<file path="src/hdl/indexed_deque_store_defines.svh">
// Assertion macros for the indexed deque store.
// Used by the top level; expects clock and reset in scope.
`ifndef INDEXED_DEQUE_STORE_DEFINES_SVH
`define INDEXED_DEQUE_STORE_DEFINES_SVH

// check a consequence in the same cycle
`define IDS_ASSERT_NOW(lbl, ante, cons, msg) \
   lbl: assert property (@(posedge clock) disable iff (reset) (ante) |-> (cons)) else $error(msg);

// check a consequence in the next cycle
`define IDS_ASSERT_NEXT(lbl, ante, cons, msg) \
   lbl: assert property (@(posedge clock) disable iff (reset) (ante) |=> (cons)) else $error(msg);

`endif

</file>
<file path="src/hdl/ids_pkg.sv">
// Shared types and constants for the indexed deque store.
// No dependencies; imported by the top level, the datapath, the controller and the testbench.
`default_nettype none

package ids_pkg;

   localparam int DEPTH_DEF   = 64;
   localparam int DATA_W_DEF  = 32;

   localparam int OPCODE_W    = 3;
   localparam int VALUE_W     = 32;
   localparam int POSITION_W  = 6;
   localparam int READ_DATA_W = 32;
   localparam int STATUS_W    = 2;
   localparam int COUNT_W     = 7;
   localparam int REQ_TDATA_W = 40;
   localparam int RSP_TDATA_W = 40;

   localparam logic [OPCODE_W-1:0] OP_PUSH_BACK  = 3'd0;
   localparam logic [OPCODE_W-1:0] OP_PUSH_FRONT = 3'd1;
   localparam logic [OPCODE_W-1:0] OP_POP_FRONT  = 3'd2;
   localparam logic [OPCODE_W-1:0] OP_POP_BACK   = 3'd3;
   localparam logic [OPCODE_W-1:0] OP_READ_FRONT = 3'd4;
   localparam logic [OPCODE_W-1:0] OP_READ_BACK  = 3'd5;
   localparam logic [OPCODE_W-1:0] OP_READ_AT    = 3'd6;
   localparam logic [OPCODE_W-1:0] OP_REMOVE_AT  = 3'd7;

   localparam logic [STATUS_W-1:0] ST_OK    = 2'd0;
   localparam logic [STATUS_W-1:0] ST_EMPTY = 2'd1;
   localparam logic [STATUS_W-1:0] ST_OOB   = 2'd2;
   localparam logic [STATUS_W-1:0] ST_FULL  = 2'd3;

   localparam logic [2:0] ADDR_COUNT     = 3'd0;
   localparam logic [2:0] ADDR_ONE       = 3'd1;
   localparam logic [2:0] ADDR_FRONT     = 3'd2;
   localparam logic [2:0] ADDR_LAST      = 3'd3;
   localparam logic [2:0] ADDR_POS       = 3'd4;
   localparam logic [2:0] ADDR_IDX1      = 3'd5;
   localparam logic [2:0] ADDR_IDX       = 3'd6;
   localparam logic [2:0] ADDR_FRONT_DEC = 3'd7;

   localparam logic [1:0] FRONT_HOLD = 2'd0;
   localparam logic [1:0] FRONT_SLOT = 2'd1;
   localparam logic [1:0] FRONT_DEC  = 2'd2;

   typedef struct packed {
      logic       capture;
      logic       mem_we;
      logic       wdata_mem;
      logic [2:0] addr_sel;
      logic [1:0] front_step;
      logic       count_inc;
      logic       count_dec;
      logic       idx_load;
      logic       idx_inc;
      logic       stat_load;
      logic       rdata_clear;
      logic       rdata_load;
      logic       rsp_load;
   } ids_cmd_type;

   typedef struct packed {
      logic [OPCODE_W-1:0] op;
      logic                full;
      logic                empty;
      logic                oob;
      logic                more;
      logic                move_more;
   } ids_stat_type;

endpackage

`default_nettype wire

</file>
<file path="src/hdl/indexed_deque_store.sv">
// Indexed deque store: ring-buffer deque with push/pop/read at both ends,
// read at index and remove at index; one result per transaction.
// Each transaction runs an execute and a respond state; reads add a RAM wait
// state; remove at index alternates move-read and move-write states, bound by
// the single RAM port. Requests are taken only when idle or in the respond state.
// Reset: store empty, front at slot 0, ready on the cycle after reset.
`include "indexed_deque_store_defines.svh"
`default_nettype none

module indexed_deque_store import ids_pkg::*; #(
   parameter int DEPTH  = DEPTH_DEF,
   parameter int DATA_W = DATA_W_DEF
) (
   input  wire logic                   clock,
   input  wire logic                   reset,
   input  wire logic                   req_tvalid,
   output logic                        req_tready,
   input  wire logic [REQ_TDATA_W-1:0] req_tdata,  // value[31:0], position[37:32], zero pad
   input  wire logic [OPCODE_W-1:0]    req_tuser,  // opcode[2:0]
   output logic                        rsp_tvalid,
   input  wire logic                   rsp_tready,
   output logic      [RSP_TDATA_W-1:0] rsp_tdata,  // read_data[31:0], count[38:32], zero pad
   output logic      [STATUS_W-1:0]    rsp_tuser   // status[1:0]
);

   localparam logic [COUNT_W-1:0] FULL_COUNT = COUNT_W'(DEPTH);

   ids_cmd_type              cmd;
   ids_stat_type             stat;
   logic [READ_DATA_W-1:0]   rsp_read_data;
   logic [STATUS_W-1:0]      rsp_status;
   logic [COUNT_W-1:0]       rsp_count;

   ids_ctrl u_ctrl (
      .clock      (clock),
      .reset      (reset),
      .req_tvalid (req_tvalid),
      .req_tready (req_tready),
      .rsp_tvalid (rsp_tvalid),
      .rsp_tready (rsp_tready),
      .stat       (stat),
      .cmd        (cmd)
   );

   ids_datapath #(
      .DEPTH  (DEPTH),
      .DATA_W (DATA_W)
   ) u_datapath (
      .clock         (clock),
      .reset         (reset),
      .cmd           (cmd),
      .stat          (stat),
      .req_opcode    (req_tuser),
      .req_value     (req_tdata[VALUE_W-1:0]),
      .req_position  (req_tdata[VALUE_W+POSITION_W-1:VALUE_W]),
      .rsp_read_data (rsp_read_data),
      .rsp_status    (rsp_status),
      .rsp_count     (rsp_count)
   );

   assign rsp_tdata = {{(RSP_TDATA_W - READ_DATA_W - COUNT_W){1'b0}}, rsp_count, rsp_read_data};
   assign rsp_tuser = rsp_status;

   `IDS_ASSERT_NOW(a_full_count, rsp_tvalid && rsp_status == ST_FULL, rsp_count == FULL_COUNT, "full status with count below depth")
   `IDS_ASSERT_NOW(a_empty_count, rsp_tvalid && rsp_status == ST_EMPTY, rsp_count == '0, "empty status with nonzero count")
   `IDS_ASSERT_NOW(a_data_ok, rsp_tvalid && rsp_read_data != '0, rsp_status == ST_OK, "read data on a failed transaction")
   `IDS_ASSERT_NEXT(a_busy_after_accept, req_tvalid && req_tready, !req_tready, "accepted a transaction while executing")

endmodule

`default_nettype wire

</file>
<file path="src/hdl/ids_ram.sv">
// Generic single-port-write, single-port-read RAM with registered read data.
// No dependencies.
`default_nettype none

module ids_ram #(
   parameter int WIDTH = 32,
   parameter int DEPTH = 64,
   localparam int ADDR_W = $clog2(DEPTH)
) (
   input  wire logic              clock,
   input  wire logic              we,
   input  wire logic [ADDR_W-1:0] waddr,
   input  wire logic [WIDTH-1:0]  wdata,
   input  wire logic [ADDR_W-1:0] raddr,
   output logic      [WIDTH-1:0]  rdata
);

   logic [WIDTH-1:0] mem_ff [DEPTH];
   logic [WIDTH-1:0] rdata_ff;

   always_ff @(posedge clock) begin
      if (we) begin
         mem_ff[waddr] <= wdata;
      end
      rdata_ff <= mem_ff[raddr];
   end

   assign rdata = rdata_ff;

endmodule

`default_nettype wire

</file>
<file path="src/hdl/ids_datapath.sv">
// Datapath of the indexed deque store: ring front pointer, entry count, item and
// result registers and the entry RAM. Depends on ids_pkg and ids_ram.
`default_nettype none

module ids_datapath import ids_pkg::*; #(
   parameter int DEPTH  = DEPTH_DEF,
   parameter int DATA_W = DATA_W_DEF
) (
   input  wire logic                   clock,
   input  wire logic                   reset,
   input  wire ids_cmd_type            cmd,
   output ids_stat_type                stat,
   input  wire logic [OPCODE_W-1:0]    req_opcode,
   input  wire logic [VALUE_W-1:0]     req_value,
   input  wire logic [POSITION_W-1:0]  req_position,
   output logic      [READ_DATA_W-1:0] rsp_read_data,
   output logic      [STATUS_W-1:0]    rsp_status,
   output logic      [COUNT_W-1:0]     rsp_count
);

   localparam int AW   = $clog2(DEPTH);
   localparam int CW   = $clog2(DEPTH + 1);
   localparam int SW   = CW + 1;
   localparam int CMPW = CW + POSITION_W;

   logic [OPCODE_W-1:0]    op_ff, op_in;
   logic [DATA_W-1:0]      val_ff, val_in;
   logic [POSITION_W-1:0]  pos_ff, pos_in;
   logic [AW-1:0]          front_ff, front_in;
   logic [CW-1:0]          count_ff, count_in;
   logic [CW-1:0]          idx_ff, idx_in;
   logic [STATUS_W-1:0]    stat_ff, stat_in;
   logic [DATA_W-1:0]      rdata_ff, rdata_in;
   logic [READ_DATA_W-1:0] out_data_ff, out_data_in;
   logic [STATUS_W-1:0]    out_status_ff, out_status_in;
   logic [COUNT_W-1:0]     out_count_ff, out_count_in;

   logic [VALUE_W+DATA_W-1:0]     value_ext;
   logic [DATA_W+READ_DATA_W-1:0] rd_ext;
   logic [CW+COUNT_W-1:0]         count_ext;
   logic [CMPW-1:0]               pos_cmp;
   logic [CMPW-1:0]               count_cmp;
   logic [CW-1:0]                 ofs;
   logic [SW-1:0]                 sum;
   logic [SW-1:0]                 wrap;
   logic [AW-1:0]                 slot;
   logic [AW-1:0]                 front_dec;
   logic [AW-1:0]                 mem_addr;
   logic [DATA_W-1:0]             mem_wdata;
   logic [DATA_W-1:0]             mem_rdata;
   logic                          full;
   logic                          empty;
   logic                          oob;
   logic [STATUS_W-1:0]           code;

   assign value_ext = {{DATA_W{1'b0}}, req_value};
   assign rd_ext    = {{READ_DATA_W{1'b0}}, rdata_ff};
   assign count_ext = {{COUNT_W{1'b0}}, count_ff};
   assign pos_cmp   = {{CW{1'b0}}, pos_ff};
   assign count_cmp = {{POSITION_W{1'b0}}, count_ff};

   assign full  = (count_ff == CW'(DEPTH));
   assign empty = (count_ff == '0);
   assign oob   = (pos_cmp >= count_cmp);

   assign stat.op        = op_ff;
   assign stat.full      = full;
   assign stat.empty     = empty;
   assign stat.oob       = oob;
   assign stat.more      = ((pos_cmp + CMPW'(1)) < count_cmp);
   assign stat.move_more = (({1'b0, idx_ff} + SW'(2)) < {1'b0, count_ff});

   always_comb begin
      if (op_ff inside {OP_PUSH_BACK, OP_PUSH_FRONT}) begin
         code = full ? ST_FULL : ST_OK;
      end else if (empty) begin
         code = ST_EMPTY;
      end else if ((op_ff inside {OP_READ_AT, OP_REMOVE_AT}) && oob) begin
         code = ST_OOB;
      end else begin
         code = ST_OK;
      end
   end

   always_comb begin
      case (cmd.addr_sel)
         ADDR_COUNT: ofs = count_ff;
         ADDR_ONE:   ofs = CW'(1);
         ADDR_FRONT: ofs = '0;
         ADDR_LAST:  ofs = count_ff - CW'(1);
         ADDR_POS:   ofs = pos_cmp[CW-1:0];
         ADDR_IDX1:  ofs = idx_ff + CW'(1);
         ADDR_IDX:   ofs = idx_ff;
         default:    ofs = '0;
      endcase
   end

   assign sum       = SW'(front_ff) + SW'(ofs);
   assign wrap      = (sum >= SW'(DEPTH)) ? (sum - SW'(DEPTH)) : sum;
   assign slot      = wrap[AW-1:0];
   assign front_dec = (front_ff == '0) ? AW'(DEPTH - 1) : (front_ff - AW'(1));
   assign mem_addr  = (cmd.addr_sel == ADDR_FRONT_DEC) ? front_dec : slot;
   assign mem_wdata = cmd.wdata_mem ? mem_rdata : val_ff;

   ids_ram #(
      .WIDTH (DATA_W),
      .DEPTH (DEPTH)
   ) u_ram (
      .clock (clock),
      .we    (cmd.mem_we),
      .waddr (mem_addr),
      .wdata (mem_wdata),
      .raddr (mem_addr),
      .rdata (mem_rdata)
   );

   always_comb begin
      op_in         = op_ff;
      val_in        = val_ff;
      pos_in        = pos_ff;
      front_in      = front_ff;
      count_in      = count_ff;
      idx_in        = idx_ff;
      stat_in       = stat_ff;
      rdata_in      = rdata_ff;
      out_data_in   = out_data_ff;
      out_status_in = out_status_ff;
      out_count_in  = out_count_ff;
      if (cmd.capture) begin
         op_in  = req_opcode;
         val_in = value_ext[DATA_W-1:0];
         pos_in = req_position;
      end
      case (cmd.front_step)
         FRONT_HOLD: front_in = front_ff;
         FRONT_SLOT: front_in = slot;
         FRONT_DEC:  front_in = front_dec;
         default:    front_in = front_ff;
      endcase
      if (cmd.count_inc) begin
         count_in = count_ff + CW'(1);
      end else if (cmd.count_dec) begin
         count_in = count_ff - CW'(1);
      end
      if (cmd.idx_load) begin
         idx_in = pos_cmp[CW-1:0];
      end else if (cmd.idx_inc) begin
         idx_in = idx_ff + CW'(1);
      end
      if (cmd.stat_load) begin
         stat_in = code;
      end
      if (cmd.rdata_clear) begin
         rdata_in = '0;
      end else if (cmd.rdata_load) begin
         rdata_in = mem_rdata;
      end
      if (cmd.rsp_load) begin
         out_data_in   = rd_ext[READ_DATA_W-1:0];
         out_status_in = stat_ff;
         out_count_in  = count_ext[COUNT_W-1:0];
      end
   end

   always_ff @(posedge clock) begin
      if (reset) begin
         front_ff <= '0;
         count_ff <= '0;
      end else begin
         front_ff <= front_in;
         count_ff <= count_in;
      end
   end

   always_ff @(posedge clock) begin
      op_ff         <= op_in;
      val_ff        <= val_in;
      pos_ff        <= pos_in;
      idx_ff        <= idx_in;
      stat_ff       <= stat_in;
      rdata_ff      <= rdata_in;
      out_data_ff   <= out_data_in;
      out_status_ff <= out_status_in;
      out_count_ff  <= out_count_in;
   end

   assign rsp_read_data = out_data_ff;
   assign rsp_status    = out_status_ff;
   assign rsp_count     = out_count_ff;

endmodule

`default_nettype wire

</file>
<file path="src/hdl/ids_ctrl.sv">
// Controller of the indexed deque store: sequences each transaction and
// owns the handshakes. Depends on ids_pkg.
`default_nettype none

module ids_ctrl import ids_pkg::*; (
   input  wire logic         clock,
   input  wire logic         reset,
   input  wire logic         req_tvalid,
   output logic              req_tready,
   output logic              rsp_tvalid,
   input  wire logic         rsp_tready,
   input  wire ids_stat_type stat,
   output ids_cmd_type       cmd
);

   localparam logic [2:0] S_IDLE    = 3'd0;
   localparam logic [2:0] S_EXEC    = 3'd1;
   localparam logic [2:0] S_RDWAIT  = 3'd2;
   localparam logic [2:0] S_MOVE_RD = 3'd3;
   localparam logic [2:0] S_MOVE_WR = 3'd4;
   localparam logic [2:0] S_RESP    = 3'd5;

   logic [2:0] state_ff, state_in;
   logic       valid_ff, valid_in;
   logic       out_free;

   assign out_free   = !valid_ff || rsp_tready;
   assign req_tready = (state_ff == S_IDLE) || ((state_ff == S_RESP) && out_free);

   always_comb begin
      cmd      = '0;
      state_in = state_ff;
      case (state_ff)
         S_IDLE: begin
            if (req_tvalid) begin
               cmd.capture = 1'b1;
               state_in    = S_EXEC;
            end
         end
         S_EXEC: begin
            cmd.stat_load   = 1'b1;
            cmd.rdata_clear = 1'b1;
            state_in        = S_RESP;
            case (stat.op)
               OP_PUSH_BACK: begin
                  if (!stat.full) begin
                     cmd.mem_we    = 1'b1;
                     cmd.addr_sel  = ADDR_COUNT;
                     cmd.count_inc = 1'b1;
                  end
               end
               OP_PUSH_FRONT: begin
                  if (!stat.full) begin
                     cmd.mem_we     = 1'b1;
                     cmd.addr_sel   = ADDR_FRONT_DEC;
                     cmd.front_step = FRONT_DEC;
                     cmd.count_inc  = 1'b1;
                  end
               end
               OP_POP_FRONT: begin
                  if (!stat.empty) begin
                     cmd.addr_sel   = ADDR_ONE;
                     cmd.front_step = FRONT_SLOT;
                     cmd.count_dec  = 1'b1;
                  end
               end
               OP_POP_BACK: begin
                  if (!stat.empty) begin
                     cmd.count_dec = 1'b1;
                  end
               end
               OP_READ_FRONT: begin
                  cmd.addr_sel = ADDR_FRONT;
                  if (!stat.empty) begin
                     state_in = S_RDWAIT;
                  end
               end
               OP_READ_BACK: begin
                  cmd.addr_sel = ADDR_LAST;
                  if (!stat.empty) begin
                     state_in = S_RDWAIT;
                  end
               end
               OP_READ_AT: begin
                  cmd.addr_sel = ADDR_POS;
                  if (!stat.empty && !stat.oob) begin
                     state_in = S_RDWAIT;
                  end
               end
               OP_REMOVE_AT: begin
                  if (!stat.empty && !stat.oob) begin
                     cmd.idx_load = 1'b1;
                     if (stat.more) begin
                        state_in = S_MOVE_RD;
                     end else begin
                        cmd.count_dec = 1'b1;
                     end
                  end
               end
               default: begin
                  state_in = S_RESP;
               end
            endcase
         end
         S_RDWAIT: begin
            cmd.rdata_load = 1'b1;
            state_in       = S_RESP;
         end
         S_MOVE_RD: begin
            cmd.addr_sel = ADDR_IDX1;
            state_in     = S_MOVE_WR;
         end
         S_MOVE_WR: begin
            cmd.mem_we    = 1'b1;
            cmd.wdata_mem = 1'b1;
            cmd.addr_sel  = ADDR_IDX;
            cmd.idx_inc   = 1'b1;
            if (stat.move_more) begin
               state_in = S_MOVE_RD;
            end else begin
               cmd.count_dec = 1'b1;
               state_in      = S_RESP;
            end
         end
         S_RESP: begin
            if (out_free) begin
               cmd.rsp_load = 1'b1;
               if (req_tvalid) begin
                  cmd.capture = 1'b1;
                  state_in    = S_EXEC;
               end else begin
                  state_in = S_IDLE;
               end
            end
         end
         default: begin
            state_in = S_IDLE;
         end
      endcase
   end

   always_comb begin
      valid_in = valid_ff;
      if (cmd.rsp_load) begin
         valid_in = 1'b1;
      end else if (rsp_tready) begin
         valid_in = 1'b0;
      end
   end

   always_ff @(posedge clock) begin
      if (reset) begin
         state_ff <= S_IDLE;
         valid_ff <= 1'b0;
      end else begin
         state_ff <= state_in;
         valid_ff <= valid_in;
      end
   end

   assign rsp_tvalid = valid_ff;

endmodule

`default_nettype wire

</file>
<file path="config.mk">
export PLATFORM = sky130hd
export DESIGN_NAME = indexed_deque_store
export DESIGN_NICKNAME = d
export VERILOG_FILES = /design/src/hdl/ids_pkg.sv /design/src/hdl/indexed_deque_store.sv /design/src/hdl/ids_ram.sv /design/src/hdl/ids_datapath.sv /design/src/hdl/ids_ctrl.sv
export VERILOG_INCLUDE_DIRS = /design/src /design/src/hdl
export SDC_FILE = /design/constraint.sdc
export NUM_CORES = 2
export LEC_CHECK = 0
export BUFFER_PORTS_ARGS = -buffer_cell sky130_fd_sc_hd__buf_2
export CAP_MARGIN = 20
export CORE_MARGIN = 4
export CORE_UTILIZATION = 35
export CTS_BUF_LIST = sky130_fd_sc_hd__clkbuf_4 sky130_fd_sc_hd__clkbuf_8 sky130_fd_sc_hd__clkbuf_16
export CTS_CLUSTER_SIZE = 14
export DETAILED_ROUTE_END_ITERATION = 12
export PLACE_DENSITY = 0.47
export SETUP_SLACK_MARGIN = 0.02
export SLEW_MARGIN = 20
export SYNTH_ARGS = -nofsm -noshare
export SYNTH_HDL_FRONTEND = slang
export SYNTH_SLANG_ARGS = --single-unit
</file>
<file path="constraint.sdc">
create_clock -name clock -period 6.2 [get_ports clock]
set_input_delay 0.93 -clock clock [delete_from_list [all_inputs] [get_ports clock]]
set_output_delay 0.93 -clock clock [all_outputs]
set_load 0.02 [all_outputs]
</file>
Word level (Yosys, flattened, before mapping)
Memories as Yosys holds them, arrays and structs flattened. A register that Yosys moved wholly into a read port is not among the register bits.
Index checks and enable logic that the tools add are counted.
{ "classes": {"n_addsub": 8, "order_cmp": 4, "n_eq_ne": 23, "mux": 54, "reduce_logical": 23} }
{ "ops": {"columns": ["operator", "n"], "rows": [
  ["$pmux W7 S6", 1],
  ["$mux W6", 6],
  ["$mux W32", 1],
  ["$eq A3 B3 Y1 const B", 10],
  ["$mux W3", 9],
  ["$mux W1", 18],
  ["$pmux W3 S3", 2],
  ["$pmux W3 S6", 1],
  ["$eq A3 B2 Y1 const B", 5],
  ["$pmux W3 S5", 1],
  ["$add A7 B1 Y7 const B", 2],
  ["$mux W7", 2],
  ["$lt A13 B7 Y1", 1],
  ["$mux W2", 6],
  ["$pmux W6 S2", 1],
  ["$reduce_bool A2 Y1", 6],
  ["$sub A6 B1 Y6 const B", 2],
  ["$pmux W1 S2", 5],
  ["$eq A3 B1 Y1 const B", 3],
  ["$logic_not A3 Y1", 3],
  ["$add A6 B7 Y8", 1],
  ["$add A7 B2 Y8 const B", 1],
  ["$ge A8 B7 Y1 const B", 1],
  ["$lt A8 B7 Y1", 1],
  ["16 further kinds", 23]
]} }
{ "totals": {"register_bits": 140, "ram_bits": 2048, "output_inout_bits": 44, "elab_cells": 127, "mem_count": 1} }
{ "memory_table": {"columns": ["name", "words", "width", "rd", "rd_clocked_by_memory_dff", "wr", "line_no", "rtl"], "rows": [
  ["u_datapath.u_ram.mem_ff", 64, 32, 1, 1, 1, "ids_ram.sv:18", "logic [WIDTH-1:0] mem_ff [DEPTH];"]
]} }

Logic depth before layout (Yosys ltp)
{ "logic_depth": {"depth_word": 10, "mapped_depth": 22, "mapped_depth_nobuf": 19} }

Modules after synthesis
From an unflattened synthesis, not the netlist that was laid out.
{ "hier_totals": {"hier_cells": 3921, "area_unflattened_um2": 85405.7} }
{ "modules_own_cells": {"columns": ["mod", "n_inst", "cells_per_inst", "area_per_inst_um2", "seq_area_each_um2"], "rows": [
  ["ids_ram", 1, 3324, 78515.3, 62139.6],
  ["ids_datapath", 1, 524, 6407.4, 3623.5],
  ["ids_ctrl", 1, 71, 471.7, 80.1],
  ["indexed_deque_store", 1, 2, 11.3, 0.0]
]} }

Worst setup path before layout
No wires, ideal clock.
{ "synth_path": {"path_type": "reg2reg", "startpoint": "reg u_datapath.count_ff[0]", "endpoint": "mem u_datapath.u_ram.mem_ff[12][0], enable pin", "setup_ns": 0.421, "arrival_ns": 5.597, "required_ns": 5.779, "path_slack_ns": 0.182, "path_stages_with_launch": 20, "path_buffers": 6, "period_less_slack_ns": 6.018, "path_cell_list": "dfxtp_1 > clkbuf_1 > inv_1 > ha_1 > nor3b_2 > a311o_1 > clkinv_2 > buf_2 > o31ai_1 > ha_1 > fa_1 > xnor2_1 > mux2_2 > buf_2 > nor3_1 > buf_2 > buf_2 > buf_1 > nand2_1 > nor2_1"} }
{ "synth_via": {"elab_chain_cells": 10} }
{ "synth_lines": {"columns": ["element", "line_no", "rtl"], "rows": [
  ["start: declaration", "ids_datapath.sv:30", "logic [CW-1:0] count_ff, count_in;"],
  ["start signal: assignment", "ids_datapath.sv:171", "count_ff <= count_in;"],
  ["$eq A7 B7 Y1 or $logic_not A7 Y1 (tied branches)", "ids_datapath.sv:62, ids_datapath.sv:63", null],
  ["$mux W6 or $mux W3 (tied branches)", "ids_ctrl.sv:53, ids_ctrl.sv:61", null],
  ["$pmux W3 S5", "ids_ctrl.sv:44", "case (stat.op)"],
  ["$pmux W3 S3", "ids_ctrl.sv:33", "case (state_ff)"],
  ["$eq A3 B3 Y1, or another cell as far along", "ids_datapath.sv:86", "case (cmd.addr_sel)"],
  ["$pmux W7 S6", "ids_datapath.sv:86", null],
  ["$add A6 B7 Y8", "ids_datapath.sv:98", "assign sum = SW'(front_ff) + SW'(ofs);"],
  ["$ge A8 B7 Y1 or $sub A6 B1 Y6 (tied branches)", "ids_datapath.sv:99", "assign wrap = (sum >= SW'(DEPTH)) ? (sum - SW'(DEPTH)) : sum;"],
  ["$mux W6", "ids_datapath.sv:99", null],
  ["$mux W6", "ids_datapath.sv:102", "assign mem_addr = (cmd.addr_sel == ADDR_FRONT_DEC) ? front_dec : slot;"],
  ["end: declaration", "ids_ram.sv:18", null]
]} }
Several ways; a longest one is shown, not always the timed one.

Worst setup path in the final report
{ "layout_path": {"startpoint": "reg u_datapath.count_ff[1]", "endpoint": "reg u_datapath.u_ram.rdata_ff[25] (netlist: u_datapath.u_ram.rdata[25]), read port of u_datapath.u_ram.mem_ff"} }
{ "layout_via": {"elab_chain_cells": 10} }
{ "layout_lines": {"columns": ["element", "line_no", "rtl"], "rows": [
  ["$eq A7 B7 Y1 or $logic_not A7 Y1 (tied branches)", "ids_datapath.sv:62, ids_datapath.sv:63", null],
  ["$mux W6 or $mux W3 (tied branches)", "ids_ctrl.sv:53, ids_ctrl.sv:61", null],
  ["$pmux W3 S5", "ids_ctrl.sv:44", null],
  ["$pmux W3 S3", "ids_ctrl.sv:33", null],
  ["$eq A3 B3 Y1, or another cell as far along", "ids_datapath.sv:86", null],
  ["$pmux W7 S6", "ids_datapath.sv:86", null],
  ["$add A6 B7 Y8", "ids_datapath.sv:98", null],
  ["$ge A8 B7 Y1 or $sub A6 B1 Y6 (tied branches)", "ids_datapath.sv:99", null],
  ["$mux W6", "ids_datapath.sv:99", null],
  ["$mux W6 *", "ids_datapath.sv:102", null],
  ["end: declaration", "ids_ram.sv:19", "logic [WIDTH-1:0] rdata_ff;"]
]} }
Every way passes the cells marked *; elsewhere a longest branch is shown, timed or not.
A chain may end at the register's enable or synchronous reset.

==> results.cfg <==
[run_status]
status = complete, no violations

[routing]
first_pass_iters = 7
routed_via_density = 5.83
wl_mm = 324
routedWlPerCell_um = 35.2
route.detailed.drc = 0
drt-initial-drc-count = 7936
postRouteAntennaNets = 0
vias = 53600

[finish]
final_common_cell = edfxtp_1
design_area_um2 = 101000
final_cell_mix = edfxtp_1 (2138), nand2_1 (750), a21oi_1 (493)
final_util = 0.420
nets = 5887
area_delta_synth_final_pct = 19.4
drive_above_1_share = 0.185
final_cells = 9194

[sta]
relSlewSlack = 0.255
drv_slew = 0
skew_ps = 63.9
hold_viol = 0
period_share = 0.962
rsz0062_at_grt = no
finalSetupViolations = 0
max_clock_freq_mhz = 168
period_minus_slack_ps = 5960
worst_slack_ps = 237
worstMarginPinSlew_ps = 1120
tns_ps = 0

[setup_path]
crit_arrival_ps = 6730
path_depth = 23
crit_required_ps = 6970
worst_r2r_endpoint = u_datapath.u_ram.rdata[25]
critPathKind = reg -> reg
cp-start-kind = register
crit_buf_inv = 8
cp_common_cell = buf_4
slowest_stage = a221oi_2
end_kind = register
reg2reg_from = u_datapath.count_ff[1]
max_stage_delay_ps = 560
r2r_setup_slack_ps = 240
ff2ff_path_depth = 23
worstPathCellList = inv_1 > ha_1 > nor3b_2 > and3_1 > o32a_1 > a21oi_1 > o31ai_1 > ha_1 > fa_1 > buf_4 > inv_1 > mux2i_4 > buf_12 > buf_12 > buf_4 > nand2_1 > buf_4 > a21oi_1 > a21oi_1 > nand3_1 > a221oi_2 > nand4b_1 > buf_4
endpoint = u_datapath.u_ram.rdata[25]
crit_fanout = 19
worstSetupStartpoint = u_datapath.count_ff[1]
crit_family = buffers and inverters

[floorplan]
core_um2 = 241000
io_pins = 91
die_y_um = 500
dieArea_um2 = 250000
initial_core_util = 0.352
die_x_um = 500
num_rows = 180

[synthesis]
synth.avg_cell_area_um2 = 15.7
synth_edf_count = 2138
synthArstFlopShare = 0
synth_cell_types = 88
yosys.area.top_type = edfxtp_1
ys_ff_latch = 2220
netlist_area_um2 = 84500
synthFlopType = edfxtp_1
synth_top_area_frac = 0.759
ys_seq_area_frac = 0.779
syn_inst = 5382
yosysWarnings = 0
synthesis.nets = 5462
ys_top_cells_by_area = edfxtp_1 (76%), nand2_1 (3.5%), a21oi_1 (2.9%)

[grt]
grt_usage = 0.252
grt_remaining_overflow = 0
grt_pass1_wl_mm = 436
grt_pass1_vias = 50400
grt_max_degree = 77
antenna_found_initial = 29

[place]
hpwl_mm = 194
io_buffers = 87
dp.cells = 8736
dp_slack_ps = 55.1
placed_cell_area_um2 = 93000
place_congestion = 0.885

[clock_network]
cts_buffers = 228
clock_path_buffers = 3
tritoncts = done
htreeDepth = 4
clock_latency_ps = 880
clkSinkCount = 2220
clk_pin_slew_ps = 60
cts_root_buf = clkbuf_16

[power]
powerDensity_nw_per_um2 = 604
peakVddDrop_v = 0.000521
leakage_uw = 0.0325

[run]
maxCapViolations = 0

[worst_hold_path]
hold_path.class = in -> reg
[how the worst min path moves through the flow]
stage	from	endpoint	cells after the start
floorplan	u_datapath.stat_ff[0]	u_datapath.rsp_status[0]	0
global placement	u_datapath.stat_ff[0]	u_datapath.rsp_status[0]	0
detailed placement	u_datapath.stat_ff[0]	u_datapath.rsp_status[0]	0
CTS	req_tdata[6]	u_datapath.val_ff[6]	1
global route	req_tdata[32]	u_datapath.pos_ff[0]	1
finish	req_tdata[29]	u_datapath.val_ff[29]	1
[metal layers]
metal / GRT usage / vias to the layer above / part of all wire
li1: - / 22200 / -
met4: 0.0747 / 4 / 0.032
met2: 0.387 / 2900 / 0.45
met5: 0 / - / 0.000068
met3: 0.0565 / 423 / 0.10
met1: 0.359 / 28100 / 0.42
[timing repair]
item | CTS | global route
gates cloned | 0 | 2
buffers inserted | 3 | 19
gates resized for setup | 0 | 9
endpoints found under the setup margin | 1 | 68
hold buffers | 0 | 0
pin swaps | 0 | 5
[cells by family (layout without fill, tap and decap cells)]
family / count (synthesis) / after routing / share of synthesized area
and+or+nand+nor: 1102 / 1104 / 0.0537
other: 1 / 5 / 0.0000444
AOI/OAI and AO/OA: 1460 / 1460 / 0.118
DFF: 2220 / 2220 / 0.779
adders and majority gates: 33 / 33 / 0.00497
muxes: 184 / 184 / 0.0246
buffers and inverters: 360 / 981 / 0.0174
xor gates and xnor gates: 22 / 22 / 0.00228
[Yosys cell counts, types with 13 or more instances]
cell      number
a31oi_1       42
buf_2         86
buf_1         70
a221oi_1      82
inv_1         19
dfxtp_1       82
mux4_2        16
a222oi_1      96
nor3_1        24
nand2_1      784
a221o_1       13
mux2_2        24
o211ai_1      23
a22oi_1      235
o221ai_1      77
nor2_1       149
ha_1          32
nand4_1       25
a22o_1       114
nand3_1       48
a211oi_1      35
edfxtp_1    2138
xnor2_1       17
a21oi_1      495
o21ai_0      143
mux2i_1      141
clkbuf_1     180
o22ai_1       20
[flip-flops by register name (all words and copies together), names as in the netlist, 6 cells and up]
name	cells
u_datapath.count_ff	7
u_datapath.front_ff	6
u_datapath.idx_ff	7
u_datapath.pos_ff	6
u_datapath.rdata_ff	32
u_datapath.rsp_count	7
u_datapath.rsp_read_data	32
u_datapath.u_ram.mem_ff	2048
u_datapath.u_ram.rdata	32
u_datapath.val_ff	32
[where the power goes]
part / internal, µW / switching, µW / total, µW
clock network: 8030 / 5900 / 13900
registers: 18700 / 473 / 19200
logic: 7840 / 20000 / 27900
[worst reg2reg max path, cell delays in order, from the launching register on]
cell	delay, ps
dfxtp_1	310
inv_1	150
ha_1	290
nor3b_2	330
and3_1	260
o32a_1	220
a21oi_1	90
o31ai_1	330
ha_1	270
fa_1	520
buf_4	210
inv_1	120
mux2i_4	90
buf_12	170
buf_12	200
buf_4	280
nand2_1	120
buf_4	270
a21oi_1	80
a21oi_1	130
nand3_1	280
a221oi_2	560
nand4b_1	360
buf_4	240
[final cells by class]
class / count / area (µm²)
clock buffer: 311 / 6480
sequential: 2220 / 65800
inverter: 22 / 83.8
timing repair buffer: 531 / 5250
clock inverter: 117 / 1120
antenna: 4 / 10.0
fill: 21800 / 140000
tap: 3185 / 3990
multi-input combinational: 2804 / 18200
[metrics by stage]
stage / hold slack, ps / total power (µW)
final: 227 / 61000
after CTS: 172 / 60600
after global routing: 191 / 62500
after floorplan: 400 / 31100
after detailed placement: 406 / 46700
after global placement: 406 / 46600
Power figures use the tool's default switching activity.
